**src/rtl/mcch_pkg.sv**
```systemverilog
`default_nettype none

package mcch_pkg;

  localparam int MAX_CHANNELS = 256;
  localparam int CH_MIN       = 3;

  localparam int CNT_W     = 9;
  localparam int CHAN_W    = 8;
  localparam int RAND_W    = 16;
  localparam int HOP_W     = 32;
  localparam int ROUND_W   = 10;
  localparam int BOUND_W   = CNT_W + 1;
  localparam int TRIAL_W   = 5;
  localparam int DIV_CNT_W = $clog2(RAND_W + 1);

  localparam int CFG_IDX_W  = 1;
  localparam int CFG_DATA_W = CNT_W;

  localparam logic OP_INIT = 1'b0;
  localparam logic OP_HOP  = 1'b1;

  localparam logic [CFG_IDX_W-1:0] REG_CHANNEL_COUNT = 1'b0;
  localparam logic [CFG_IDX_W-1:0] REG_COMPARE_MODE  = 1'b1;

  localparam logic [CNT_W-1:0]  CHANNEL_COUNT_RST = 9'd16;
  localparam logic [CHAN_W-1:0] RATE_RST          = 8'd2;
  localparam logic [CHAN_W-1:0] RATE_MIN          = 8'd2;

  typedef struct packed {
    logic              op;
    logic [CNT_W-1:0]  rx_channel;
    logic [RAND_W-1:0] rand_prime_start;
    logic [RAND_W-1:0] rand_rate;
    logic [RAND_W-1:0] rand_index;
  } in_word_t;

  typedef struct packed {
    logic [CHAN_W-1:0] channel;
    logic              match;
    logic [HOP_W-1:0]  hop_count;
  } out_word_t;

  typedef enum logic [2:0] {
    ST_IDLE,
    ST_PSTART,
    ST_TEST,
    ST_TDIV,
    ST_RATE,
    ST_SUM,
    ST_IDX,
    ST_OUT
  } state_t;

endpackage

`default_nettype wire

```
**src/rtl/modular_clock_channel_hopper.sv**
```systemverilog
// A plain hop reduces index plus rate by the prime and redraws the index if it is out of range.
// Init and epoch hops add random-word draws and a prime search by trial division, all on one
// shared remainder unit. The block takes one word at a time; the next word is taken in the
// cycle after the result is taken. Reset (rst_n low, synchronous): counters, index and
// prime clear, rate goes to 2, channel count to 16, compare mode off.
`default_nettype none

module modular_clock_channel_hopper (
  input  logic                                 clk,
  input  logic                                 rst_n,
  input  logic                                 in_valid,
  output logic                                 in_stall,
  input  mcch_pkg::in_word_t                   in_word,
  output logic                                 out_valid,
  input  logic                                 out_stall,
  output mcch_pkg::out_word_t                  out_word,
  input  logic                                 cfg_we,
  input  logic [mcch_pkg::CFG_IDX_W-1:0]       cfg_index,
  input  logic [mcch_pkg::CFG_DATA_W-1:0]      cfg_wdata
);

  import mcch_pkg::*;

  state_t               state_r, state_nxt;
  in_word_t             item_r, item_nxt;
  logic [ROUND_W-1:0]   round_r, round_nxt;
  logic [CNT_W-1:0]     prime_r, prime_nxt;
  logic [CHAN_W-1:0]    idx_r, idx_nxt;
  logic [CHAN_W-1:0]    rate_r, rate_nxt;
  logic [HOP_W-1:0]     hop_cnt_r, hop_cnt_nxt;
  logic [CNT_W-1:0]     chan_cnt_r, chan_cnt_nxt;
  logic                 cmp_r, cmp_nxt;
  logic [BOUND_W-1:0]   x_r, x_nxt;
  logic [TRIAL_W-1:0]   d_r, d_nxt;
  logic                 pass2_r, pass2_nxt;

  // shared remainder unit
  logic [RAND_W-1:0]    div_q_r, div_q_nxt;
  logic [CNT_W-1:0]     div_rem_r, div_rem_nxt;
  logic [CNT_W-1:0]     div_d_r, div_d_nxt;
  logic [DIV_CNT_W-1:0] div_cnt_r, div_cnt_nxt;
  logic                 mod_go;
  logic                 mod_long;
  logic [RAND_W-1:0]    mod_a;
  logic [CNT_W-1:0]     mod_b;
  logic [CNT_W:0]       rem_sh;
  logic [CNT_W:0]       rem_step;
  logic                 div_done;

  logic [CNT_W-1:0]     n_eff;
  logic [BOUND_W-1:0]   n2;
  logic [ROUND_W:0]     round_inc;
  logic [CNT_W-1:0]     sum_cur;
  logic [CHAN_W-1:0]    rate_new;
  logic [CNT_W-1:0]     sum_new;
  logic [BOUND_W-1:0]   d_sq;

  always_comb begin
    if (chan_cnt_r < CNT_W'(CH_MIN)) begin
      n_eff = CNT_W'(CH_MIN);
    end else if (chan_cnt_r > CNT_W'(MAX_CHANNELS)) begin
      n_eff = CNT_W'(MAX_CHANNELS);
    end else begin
      n_eff = chan_cnt_r;
    end
  end

  assign n2        = {n_eff, 1'b0};
  assign round_inc = {1'b0, round_r} + (ROUND_W+1)'(1);
  assign sum_cur   = {1'b0, idx_r} + {1'b0, rate_r};
  assign rate_new  = div_rem_r[CHAN_W-1:0] + RATE_MIN;
  assign sum_new   = {1'b0, idx_r} + {1'b0, rate_new};
  assign d_sq      = BOUND_W'(d_r) * BOUND_W'(d_r);

  // one restoring step per cycle
  assign rem_sh   = {div_rem_r, div_q_r[RAND_W-1]};
  assign rem_step = (rem_sh >= {1'b0, div_d_r}) ? (rem_sh - {1'b0, div_d_r}) : rem_sh;
  assign div_done = (div_cnt_r == '0);

  always_comb begin
    div_q_nxt   = div_q_r;
    div_rem_nxt = div_rem_r;
    div_d_nxt   = div_d_r;
    div_cnt_nxt = div_cnt_r;
    if (mod_go) begin
      div_q_nxt   = mod_long ? mod_a : {mod_a[CNT_W-1:0], {(RAND_W-CNT_W){1'b0}}};
      div_rem_nxt = '0;
      div_d_nxt   = mod_b;
      div_cnt_nxt = mod_long ? DIV_CNT_W'(RAND_W) : DIV_CNT_W'(CNT_W);
    end else if (!div_done) begin
      div_q_nxt   = {div_q_r[RAND_W-2:0], 1'b0};
      div_rem_nxt = rem_step[CNT_W-1:0];
      div_cnt_nxt = div_cnt_r - DIV_CNT_W'(1);
    end
  end

  always_comb begin
    state_nxt    = state_r;
    item_nxt     = item_r;
    round_nxt    = round_r;
    prime_nxt    = prime_r;
    idx_nxt      = idx_r;
    rate_nxt     = rate_r;
    hop_cnt_nxt  = hop_cnt_r;
    chan_cnt_nxt = chan_cnt_r;
    cmp_nxt      = cmp_r;
    x_nxt        = x_r;
    d_nxt        = d_r;
    pass2_nxt    = pass2_r;
    mod_go       = 1'b0;
    mod_long     = 1'b0;
    mod_a        = '0;
    mod_b        = '0;

    if (cfg_we) begin
      case (cfg_index)
        REG_CHANNEL_COUNT: chan_cnt_nxt = cfg_wdata;
        REG_COMPARE_MODE:  cmp_nxt      = cfg_wdata[0];
        default:           ;
      endcase
    end

    case (state_r)
      ST_IDLE: begin
        if (in_valid) begin
          item_nxt = in_word;
          if (in_word.op == OP_INIT) begin
            round_nxt   = '0;
            hop_cnt_nxt = '0;
            x_nxt       = {1'b0, n_eff};
            d_nxt       = TRIAL_W'(2);
            pass2_nxt   = 1'b0;
            state_nxt   = ST_TEST;
          end else begin
            hop_cnt_nxt = hop_cnt_r + HOP_W'(1);
            if (round_inc > {1'b0, prime_r, 1'b0}) begin
              // new epoch: draw the search start first
              round_nxt = '0;
              mod_go    = 1'b1;
              mod_long  = 1'b1;
              mod_a     = in_word.rand_prime_start;
              mod_b     = n_eff;
              state_nxt = ST_PSTART;
            end else begin
              round_nxt = round_inc[ROUND_W-1:0];
              mod_go    = 1'b1;
              mod_a     = RAND_W'(sum_cur);
              mod_b     = prime_r;
              state_nxt = ST_SUM;
            end
          end
        end
      end

      ST_PSTART: begin
        if (div_done) begin
          x_nxt     = {1'b0, div_rem_r} + {1'b0, n_eff};
          d_nxt     = TRIAL_W'(2);
          pass2_nxt = 1'b0;
          state_nxt = ST_TEST;
        end
      end

      ST_TEST: begin
        if (x_r >= n2) begin
          if (!pass2_r) begin
            // nothing above the random start, search again from n
            x_nxt     = {1'b0, n_eff};
            pass2_nxt = 1'b1;
          end else begin
            prime_nxt = CNT_W'(n2 - BOUND_W'(1));
            mod_go    = 1'b1;
            mod_long  = 1'b1;
            mod_a     = item_r.rand_rate;
            mod_b     = n_eff - CNT_W'(2);
            state_nxt = ST_RATE;
          end
        end else if (d_sq > x_r) begin
          prime_nxt = x_r[CNT_W-1:0];
          mod_go    = 1'b1;
          mod_long  = 1'b1;
          mod_a     = item_r.rand_rate;
          mod_b     = n_eff - CNT_W'(2);
          state_nxt = ST_RATE;
        end else begin
          mod_go    = 1'b1;
          mod_a     = RAND_W'(x_r[CNT_W-1:0]);
          mod_b     = CNT_W'(d_r);
          state_nxt = ST_TDIV;
        end
      end

      ST_TDIV: begin
        if (div_done) begin
          if (div_rem_r == '0) begin
            x_nxt = x_r + BOUND_W'(1);
            d_nxt = TRIAL_W'(2);
          end else begin
            d_nxt = d_r + TRIAL_W'(1);
          end
          state_nxt = ST_TEST;
        end
      end

      ST_RATE: begin
        if (div_done) begin
          rate_nxt = rate_new;
          mod_go   = 1'b1;
          if (item_r.op == OP_INIT) begin
            mod_long  = 1'b1;
            mod_a     = item_r.rand_index;
            mod_b     = n_eff;
            state_nxt = ST_IDX;
          end else begin
            mod_a     = RAND_W'(sum_new);
            mod_b     = prime_r;
            state_nxt = ST_SUM;
          end
        end
      end

      ST_SUM: begin
        if (div_done) begin
          if (div_rem_r >= n_eff) begin
            // index beyond the channel set, replace it
            mod_go    = 1'b1;
            mod_long  = 1'b1;
            mod_a     = item_r.rand_index;
            mod_b     = n_eff;
            state_nxt = ST_IDX;
          end else begin
            idx_nxt   = div_rem_r[CHAN_W-1:0];
            state_nxt = ST_OUT;
          end
        end
      end

      ST_IDX: begin
        if (div_done) begin
          idx_nxt   = div_rem_r[CHAN_W-1:0];
          state_nxt = ST_OUT;
        end
      end

      ST_OUT: begin
        if (!out_stall) begin
          state_nxt = ST_IDLE;
        end
      end

      default: state_nxt = ST_IDLE;
    endcase
  end

  always_ff @(posedge clk) begin
    if (!rst_n) begin
      state_r    <= ST_IDLE;
      round_r    <= '0;
      prime_r    <= '0;
      idx_r      <= '0;
      rate_r     <= RATE_RST;
      hop_cnt_r  <= '0;
      chan_cnt_r <= CHANNEL_COUNT_RST;
      cmp_r      <= 1'b0;
      pass2_r    <= 1'b0;
      div_cnt_r  <= '0;
    end else begin
      state_r    <= state_nxt;
      round_r    <= round_nxt;
      prime_r    <= prime_nxt;
      idx_r      <= idx_nxt;
      rate_r     <= rate_nxt;
      hop_cnt_r  <= hop_cnt_nxt;
      chan_cnt_r <= chan_cnt_nxt;
      cmp_r      <= cmp_nxt;
      pass2_r    <= pass2_nxt;
      div_cnt_r  <= div_cnt_nxt;
    end
  end

  always_ff @(posedge clk) begin
    item_r    <= item_nxt;
    x_r       <= x_nxt;
    d_r       <= d_nxt;
    div_q_r   <= div_q_nxt;
    div_rem_r <= div_rem_nxt;
    div_d_r   <= div_d_nxt;
  end

  assign in_stall  = (state_r != ST_IDLE);
  assign out_valid = (state_r == ST_OUT);

  always_comb begin
    out_word.channel   = idx_r;
    out_word.match     = (item_r.op == OP_HOP) && cmp_r &&
                         (item_r.rx_channel == {1'b0, idx_r});
    out_word.hop_count = hop_cnt_r;
  end

  a_div_nonzero: assert property (@(posedge clk) disable iff (!rst_n)
    mod_go |-> (mod_b != '0))
    else $error("remainder unit started with zero divisor");

  a_div_busy_stalls: assert property (@(posedge clk) disable iff (!rst_n)
    (div_cnt_r != '0) |-> in_stall)
    else $error("input open while remainder unit busy");

  a_round_bound: assert property (@(posedge clk) disable iff (!rst_n)
    ({1'b0, round_r} <= {1'b0, prime_r, 1'b0}))
    else $error("round counter beyond twice the prime");

  a_chan_in_range: assert property (@(posedge clk) disable iff (!rst_n)
    out_valid |-> ({1'b0, idx_r} < n_eff))
    else $error("channel beyond channel count");

  a_hop_count_step: assert property (@(posedge clk) disable iff (!rst_n)
    (in_valid && !in_stall && (in_word.op == OP_HOP)) |=>
      (hop_cnt_r == $past(hop_cnt_r) + HOP_W'(1)))
    else $error("hop count did not advance by one");

endmodule

`default_nettype wire

```
**config.mk**
```make
export PLATFORM = sky130hd
export DESIGN_NAME = modular_clock_channel_hopper
export DESIGN_NICKNAME = d
export VERILOG_FILES = /design/src/rtl/mcch_pkg.sv /design/src/rtl/modular_clock_channel_hopper.sv
export SDC_FILE = /design/constraint.sdc
export NUM_CORES = 1
export LEC_CHECK = 0
export BUFFER_PORTS_ARGS = -buffer_cell sky130_fd_sc_hd__buf_2
export CORE_UTILIZATION = 62
export CTS_BUF_LIST = sky130_fd_sc_hd__clkbuf_8
export CTS_CLUSTER_SIZE = 20
export DETAILED_ROUTE_END_ITERATION = 6
export PLACE_DENSITY = 0.83
export RECOVER_POWER = 100
export SLEW_MARGIN = 25
export SYNTH_ARGS = -nofsm -noshare
export SYNTH_HDL_FRONTEND = slang
export SYNTH_SLANG_ARGS = --single-unit
```
**constraint.sdc**
```tcl
create_clock -name clk -period 7.2 [get_ports clk]
set_input_delay 1.08 -clock clk [delete_from_list [all_inputs] [get_ports clk]]
set_output_delay 1.08 -clock clk [all_outputs]
set_load 0.005 [all_outputs]
```
==> qor.csv, run 1 <==
metric;value;unit
vias in the first global route;9811;
RSZ-0062 raised after global routing;no;
Req. time, crit path;7430;ps
largest net degree at the start of global routing;53;
critical path class;reg -> reg;
overall global routing resource usage;33.5;%
CP cell instances;nand2_1, fa_1, fa_1, inv_1, ha_1, a31o_2, ha_1, nor2b_1, o21a_1, o21ai_0, nand2b_1, a21oi_1, xor2_1, ha_1, nand4_1, nor4_1, and2_0, a21oi_4, a31o_1, nor2_1, nand2_1, o221a_2;
synthesis-to-finish area growth;8.65;%
worst vdd ir;0.211;mV
Reg clk slew, reported paths;100;ps
Via Count;10500;
Leakage;5.04;nW
initial core utilization;63.6;%
dpl cells;1607;
layout cells sized above 1;11.3;%
crit path max fanout;18;
Post-synth ARST share;0;%
slew margin rel.;-69.7;%
final cell count without fillers;1639;
Highest Clock Rate;150;MHz
global-route wire length before repair;50500;um
PwrDens;403;mW/mm2
fin crit period;6660;ps
Post-synth EDFFs;82;
top-area cell type share of the netlist area;21.4;%
postcts setup bufs;0;
final setup TNS;0;ps
post-route ant nets;0;
total grt overflow;0;
most frequent cell after synthesis;nand2_1;
CP Launch Type;register;
Worst Skew;20.0;ps
die area;0.0191;mm2
dominant cell type by area after synthesis;edfxtp_1;
synthesized area;0.0115;mm2
DR vias/cell;6.43;
Yosys reg bits;177;
Setup Viol. Count Final;0;
Final period util;92.5;%
IO buf count;115;
Clk Tree Root Cell;clkbuf_8;
cell family with the largest share of critical-path delay;simple AND/OR/NAND/NOR gates;
Final Power;0.00504;W
Die H;138;um
Iter 0 DRT Violations;1022;
clk buf depth;2;
Synth warnings;0;
fin. max-slew vios;100;
Max Cap Viol;2;
post-DR wirelength/cell;19.5;um
CP Data Arrival Time;6890;ps
top post-synthesis cells by count;155 x nand2_1, 117 x nor2_1, 95 x dfxtp_1, 94 x a21oi_1, 93 x ha_1;
Final GP Congestion;0.960;
slew at the pin closest to its max-slew limit;2550;ps
latest clock arrival within the worst-skew pair;480;ps
number of distinct library cells after synthesis;86;
Util after Layout;69.1;%
Post-Synthesis Cells;1312;
CTS tree;done;
cts hold-fix bufs;0;
final hold violations;0;
Residual DRC;0;
Synthesized Nets;1484;
drt total wl;32000;um
crit path capture type;register;
Die W;138;um
core area;0.0181;mm2
H-tree levels;4;
router iterations before antenna repair;7;
clk sink count;177;
failing checks;max-capacitance violations, max-slew violations;
Critical-path top delay cell;nor2_1;
post-CTS sizing;0;
HP Class;reg -> reg;
status;finished, violations left;
row cnt;49;
CTS Buf Count;17;
n_diodes;0;
Syn Area/Cell;8.77;um2
Top FF cell, synth;dfxtp_1;
initial antenna violation count;1;
Ports;116;
CP Buf/Inv Count;1;
crit-path max cell delay;680;ps
most used cell, CP;ha_1;
Total Nets Final;1569;
synth top area cells;edfxtp_1 21%, dfxtp_1 17%, ha_1 10%;
post-synthesis sequential area ratio;37.9;%
DP HPWL;23700;um
==> metrics by stage <==
stage               setup WS, ps  instance area (um2)  hold slack (ps)
CTS                          720                12600              463
floorplan                   1640                11500              433
finish                       543                12500              464
global placement            1080                12200              446
detailed placement           732                12200              449
global route                 247                12500              494
==> final timing paths <==
path | slack (ps) | end | startpoint | cells after the start
max | 540 | div_q_r[7] | d_r[3] | 22
min | 460 | chan_cnt_r[0] | chan_cnt_r[0] | 2
max reg2reg | 540 | div_q_r[7] | d_r[3] | 22
min reg2reg | 460 | chan_cnt_r[0] | chan_cnt_r[0] | 2
==> area by class of cell <==
cell class	count	area, um2
Clock inverter	15	153
Inverter	76	285
Multi-Input combinational cell	1001	6580
Tap cell	229	287
Clock buffer	17	234
Fill cell	1459	5580
Sequential cell	177	4360
Timing Repair Buffer	124	603
==> report_power, final <==
part / internal [W] / total [W] / leakage (nW) / switching, W
Clock: 0.000285 / 0.000685 / 0.197 / 0.000400
Combinational: 0.000962 / 0.00262 / 3.28 / 0.00165
Sequential: 0.00140 / 0.00174 / 1.57 / 0.000336
==> metal layers <==
metal | share of wire [%] | GRT usage [%] | vias up
met5 | 0.041 | 0 | -
met4 | 4.5 | 16.6 | 2
met3 | 9.5 | 8.42 | 116
met2 | 45 | 52.5 | 548
met1 | 41 | 43.4 | 4936
li1 | - | - | 4936
==> registers in the layout, summed over array words and instances (netlist names) <==
| register | count |
|---|---|
| round_r | 10 |
| div_cnt_r | 5 |
| prime_r | 9 |
| cmp_r | 1 |
| idx_r | 8 |
| rate_r | 8 |
| chan_cnt_r | 9 |
| div_rem_r | 9 |
| div_d_r | 9 |
| state_r | 3 |
| hop_cnt_r | 32 |
| div_q_r | 16 |
| d_r | 5 |
| x_r | 10 |
| item_r | 42 |
| pass2_r | 1 |
==> placed cells by master (no fill, tap or decap), types with 11 or more instances in the layout <==
master | synthesis | routed
clkbuf_1 | 39 | 20
nand2b_1 | 11 | 11
mux2i_1 | 24 | 24
ha_1 | 93 | 93
buf_2 | 12 | 101
edfxtp_1 | 82 | 82
xor2_1 | 21 | 21
and3_1 | 14 | 15
o21a_1 | 11 | 11
a211oi_1 | 20 | 20
xnor2_1 | 44 | 44
nor3_1 | 27 | 27
a22oi_1 | 16 | 16
o21ai_0 | 88 | 89
dfxtp_1 | 95 | 95
inv_1 | 72 | 75
nand2_1 | 155 | 155
nand3_1 | 53 | 53
a31oi_1 | 15 | 15
nor2_1 | 117 | 119
a21oi_1 | 94 | 95
nand4_1 | 12 | 12
nor2b_1 | 15 | 15
o211ai_1 | 19 | 19
clkbuf_8 | 0 | 17
==> cell families (layout without fill, tap and decap cells) <==
family	count (synthesis)	count (layout)	synth area share [%]
muxes	26	26	2.28
xor gates and xnor gates	65	65	4.95
DFF	177	177	37.9
AOI/OAI and AO/OA	355	355	20.4
buffers and inverters	134	232	4.70
and+or+nand+nor	456	456	18.6
adders and majority gates	99	99	11.2
==> tightest hold or removal path, cell delays in order, from the launching register on <==
cell	delay [ps]
dfxtp_1	320
nand2_1	50
a21oi_1	50
(Power assumes the default switching activity.)
==> run 2, diff against run 1 <==
- clock period: 7.2 -> 7.5 ns (I/O delays scaled with it)
==> qor.csv, run 2 (same netlist as run 1, synthesis figures left out) <==
metric;value;unit
Die H;138;um
CTS Buf Count;17;
critical path class;reg -> reg;
router iterations before antenna repair;5;
worst hold margin;474;ps
dpl cells;1607;
DR vias/cell;6.44;
CP Launch Type;register;
R2R depth;22;
status;finished, violations left;
Iter 0 DRT Violations;947;
reg-to-reg setup timing slack;730;ps
r2r endpoint;div_q_r[9];
drt total wl;32200;um
Req. time, crit path;7840;ps
Die W;138;um
area of the multi-input gates;0.00657;mm2
Register Area;0.00436;mm2
Critical-path top delay cell;a31oi_1;
most frequent cells in the layout;155 x nand2_1, 119 x nor2_1, 102 x buf_2;
Reg clk slew, reported paths;100;ps
Ports;116;
Hold Path Sink;chan_cnt_r[0];
initial core utilization;63.6;%
Via Count;10500;
Leakage;5.05;nW
slew at the pin closest to its max-slew limit;3570;ps
initial antenna violation count;0;
fin. max-slew vios;137;
postcts setup bufs;0;
Worst Skew;17.4;ps
Final GP Congestion;0.957;
most common cell after layout, fill and taps aside;nand2_1;
Worst R2R Start;d_r[1];
crit path max fanout;16;
largest net degree at the start of global routing;74;
fin crit period;6770;ps
clk buf depth;2;
final setup TNS;0;ps
most used cell, CP;ha_1;
RSZ-0062 raised after global routing;no;
hold depth;2;
post-DR wirelength/cell;19.7;um
most flop-heavy register;item_r;
latest clock arrival within the worst-skew pair;480;ps
Util after Layout;69.2;%
vias in the first global route;9615;
crit path capture type;register;
CP Data Arrival Time;7110;ps
post-CTS sizing;0;
worst vdd ir;0.175;mV
CTS tree;done;
CP cell instances;nand2_1, fa_1, fa_1, inv_1, ha_1, a31o_2, ha_1, nor2b_1, o21a_1, o21ai_0, nand2b_1, a21oi_1, xor2_1, ha_1, nand4_1, nor4_1, and2_0, a21oi_4, a31oi_1, nand2_1, o211ai_1, o21a_1;
crit-path max cell delay;1170;ps
M1 wire length;13300;um
slew margin rel.;-138;%
Clk Tree Root Cell;clkbuf_8;
cts hold-fix bufs;0;
Top Layer Used;met4;
overall global routing resource usage;33.7;%
Highest Clock Rate;148;MHz
Setup Viol. Count Final;0;
synthesis-to-finish area growth;8.77;%
met2 wire len;14700;um
hold_sp;chan_cnt_r[0];
Total Nets Final;1569;
die area;0.0191;mm2
layout cells sized above 1;11.3;%
n_diodes;0;
PwrDens;391;mW/mm2
final cell count without fillers;1639;
row cnt;49;
DP HPWL;23800;um
HP Class;reg -> reg;
total grt overflow;0;
post-route ant nets;0;
global-route wire length before repair;50600;um
failing checks;max-capacitance violations, max-slew violations;
final hold violations;0;
clk sink count;177;
Max Cap Viol;3;
core area;0.0181;mm2
IO buf count;115;
Residual DRC;0;
H-tree levels;4;
max reg flops;42;
met3 wire length;2980;um
filler cell count in the final layout;1460;
biggest regs;item_r: 42 flops, hop_cnt_r: 32 flops, div_q_r: 16 flops;
Final period util;90.3;%
## run 2: how the worst max path moves through the flow
| stage | from | endpoint | slack, ps | depth (start not counted) |
|---|---|---|---|---|
| 2_1_floorplan | d_r[3] | div_q_r[12] | 1940 | 23 |
| 3_3_place_gp | d_r[1] | div_q_r[7] | 1380 | 22 |
| 3_5_place_dp | d_r[1] | div_q_r[7] | 1150 | 22 |
| 4_1_cts | d_r[1] | div_q_r[7] | 1120 | 22 |
| 5_1_grt | d_r[3] | div_q_r[14] | 380 | 22 |
| 6_report | d_r[1] | div_q_r[9] | 730 | 22 |
## run 2: where the power goes
group | total, W | internal, W | switching [W]
Clock | 0.000690 | 0.000307 | 0.000383
Sequential | 0.00167 | 0.00135 | 0.000321
Combinational | 0.00253 | 0.000928 | 0.00160
## run 2: critical path: cells and delay by family (launching register included)
| family | cells | cell delay [ps] |
|---|---|---|
| buf+inv | 1 | 50 |
| simple gates | 7 | 1570 |
| xor+xnor | 1 | 90 |
| flops | 1 | 530 |
| compound gates | 8 | 2490 |
| fa+ha+maj | 5 | 1900 |
## run 2: cell type report
cell class,instances,share of cell area (%)
Inverter,76,2.28
Timing Repair Buffer,124,4.83
Sequential cell,177,34.9
Tap cell,229,2.29
Clock inverter,15,1.37
Clock buffer,17,1.87
Multi-Input combinational cell,1001,52.5
## run 2: metrics by stage
stage / total power [W] / cell area, um2 / worst slack, ps
global placement: 0.00406 / 12200 / 1380
global route: 0.00519 / 12500 / 383
finish: 0.00489 / 12500 / 731
floorplan: 0.00345 / 11500 / 1940
CTS: 0.00483 / 12600 / 1120
detailed placement: 0.00414 / 12200 / 1150
## run 2: routing by layer
layer | GRT usage, % | vias up
met4 | 14.1 | 0
met3 | 5.75 | 96
met1 | 44.9 | 4942
met2 | 54.5 | 572
met5 | 0 | -
li1 | - | 4938
==> run 3, diff against run 2 <==
- CORE_UTILIZATION: 62 -> 60
- PLACE_DENSITY: 0.83 -> 0.81
==> qor.csv, run 3 (same netlist as run 1, synthesis figures left out) <==
metric;value;unit
status;finished, violations left;
failing checks;design-rule violations, max-capacitance violations, max-slew violations;
router iterations before antenna repair;7;
Ports;116;
Worst R2R Start;d_r[3];
fin crit period;6760;ps
Highest Clock Rate;148;MHz
core area;0.0188;mm2
Max Cap Viol;2;
biggest regs;item_r: 42 flops, hop_cnt_r: 32 flops, div_q_r: 16 flops;
initial antenna violation count;0;
fin. max-slew vios;109;
global-route wire length before repair;51400;um
Clk Tree Root Cell;clkbuf_8;
Worst Skew;12.4;ps
Total Nets Final;1568;
Die W;140;um
IO buf count;115;
worst vdd ir;0.169;mV
n_diodes;0;
overall global routing resource usage;33.7;%
die area;0.0197;mm2
RSZ-0062 raised after global routing;no;
total grt overflow;0;
Via Count;10500;
postcts setup bufs;0;
Critical Path Start;d_r[3];
Reg clk slew, reported paths;100;ps
final hold violations;0;
Die H;140;um
R2R depth;22;
Leakage;5.03;nW
largest net degree at the start of global routing;67;
PwrDens;392;mW/mm2
drt total wl;32500;um
Final period util;90.1;%
CP Launch Type;register;
cts hold-fix bufs;0;
critical path class;reg -> reg;
most common cell after layout, fill and taps aside;nand2_1;
DR vias/cell;6.39;
H-tree levels;4;
post-DR wirelength/cell;19.8;um
Iter 0 DRT Violations;1144;
Final GP Congestion;0.995;
reg-to-reg setup timing slack;740;ps
filler cell count in the final layout;1617;
clk buf depth;2;
DP HPWL;23800;um
synthesis-to-finish area growth;8.77;%
CTS Buf Count;17;
hold_sp;chan_cnt_r[0];
slew margin rel.;-119;%
final setup TNS;0;ps
r2r endpoint;div_q_r[14];
post-route ant nets;0;
HP Class;reg -> reg;
Register Area;0.00436;mm2
latest clock arrival within the worst-skew pair;470;ps
max reg flops;42;
layout cells sized above 1;10.7;%
most flop-heavy register;item_r;
CTS tree;done;
row cnt;50;
clk sink count;177;
Req. time, crit path;7830;ps
post-CTS sizing;0;
Critical Path Sink;div_q_r[14];
Residual DRC;2;
most frequent cells in the layout;155 x nand2_1, 119 x nor2_1, 95 x a21oi_1, 95 x dfxtp_1, 95 x buf_2;
vias in the first global route;9777;
CP Data Arrival Time;7090;ps
Setup Viol. Count Final;0;
worst hold margin;460;ps
slew at the pin closest to its max-slew limit;3290;ps
Final Power;0.00490;W
crit path capture type;register;
area of the multi-input gates;0.00656;mm2
initial core utilization;61.3;%
crit path max fanout;16;
-- run 3: cell count changes in the layout (fill, tap and decap cells not counted), moves of 2 or more --
cell,change
buf_2,-7
clkinv_4,+3
inv_4,-2
clkbuf_1,+6
-- run 3: layout make-up --
class,instances,share of cell area [%]
Multi-Input combinational cell,1001,52.4
Tap cell,234,2.34
Sequential cell,177,34.9
Clock buffer,17,1.87
Inverter,76,2.28
Timing Repair Buffer,123,4.76
Clock inverter,15,1.46
-- run 3: how the worst min path moves through the flow --
stage               endpoint  slack, ps  depth (start not counted)
2_1_floorplan  chan_cnt_r[1]        430                          2
5_1_grt        hop_cnt_r[31]        500                          1
3_5_place_dp   chan_cnt_r[0]        450                          2
4_1_cts        chan_cnt_r[0]        460                          2
3_3_place_gp   hop_cnt_r[31]        450                          1
6_report       chan_cnt_r[0]        460                          2
-- run 3: worst max-delay path: stages (launching register included) --
cell	delay, ps
edfxtp_1	520
nand2_1	170
fa_1	480
fa_1	510
inv_1	40
ha_1	280
a31o_2	240
ha_1	310
nor2b_1	150
o21a_1	180
o21ai_0	150
nand2b_1	70
a21oi_1	160
xor2_1	170
ha_1	260
o21ai_0	100
nor2_1	60
a211oi_1	490
a21oi_4	220
a31oi_1	1120
nand2_1	430
nor2_1	300
a221o_1	200
-- run 3: per-stage QoR --
stage,utilization [%],setup WS [ps],instance area (um2),cells
6_report,66.7,740,12500,1643
4_1_cts,67.2,1220,12600,1643
2_1_floorplan,-,1940,11500,1312
5_1_grt,66.7,472,12500,1643
3_3_place_gp,64.9,1380,12200,1611
3_5_place_dp,64.9,1230,12200,1611
-- run 3: report_power, final --
group | switching, W | internal [W] | total [W]
registers | 0.000303 | 0.00135 | 0.00165
logic | 0.00161 | 0.000926 | 0.00254
clock network | 0.000378 | 0.000335 | 0.000712
-- run 3: routing by layer --
| metal | share of wire [%] | global-route usage (%) | vias up |
|---|---|---|---|
| li1 | - | - | 4947 |
| met1 | 42 | 44.6 | 4894 |
| met2 | 45 | 52.9 | 553 |
| met5 | 0 | 0 | - |
| met4 | 4.4 | 15.7 | 0 |
| met3 | 9.1 | 6.97 | 108 |
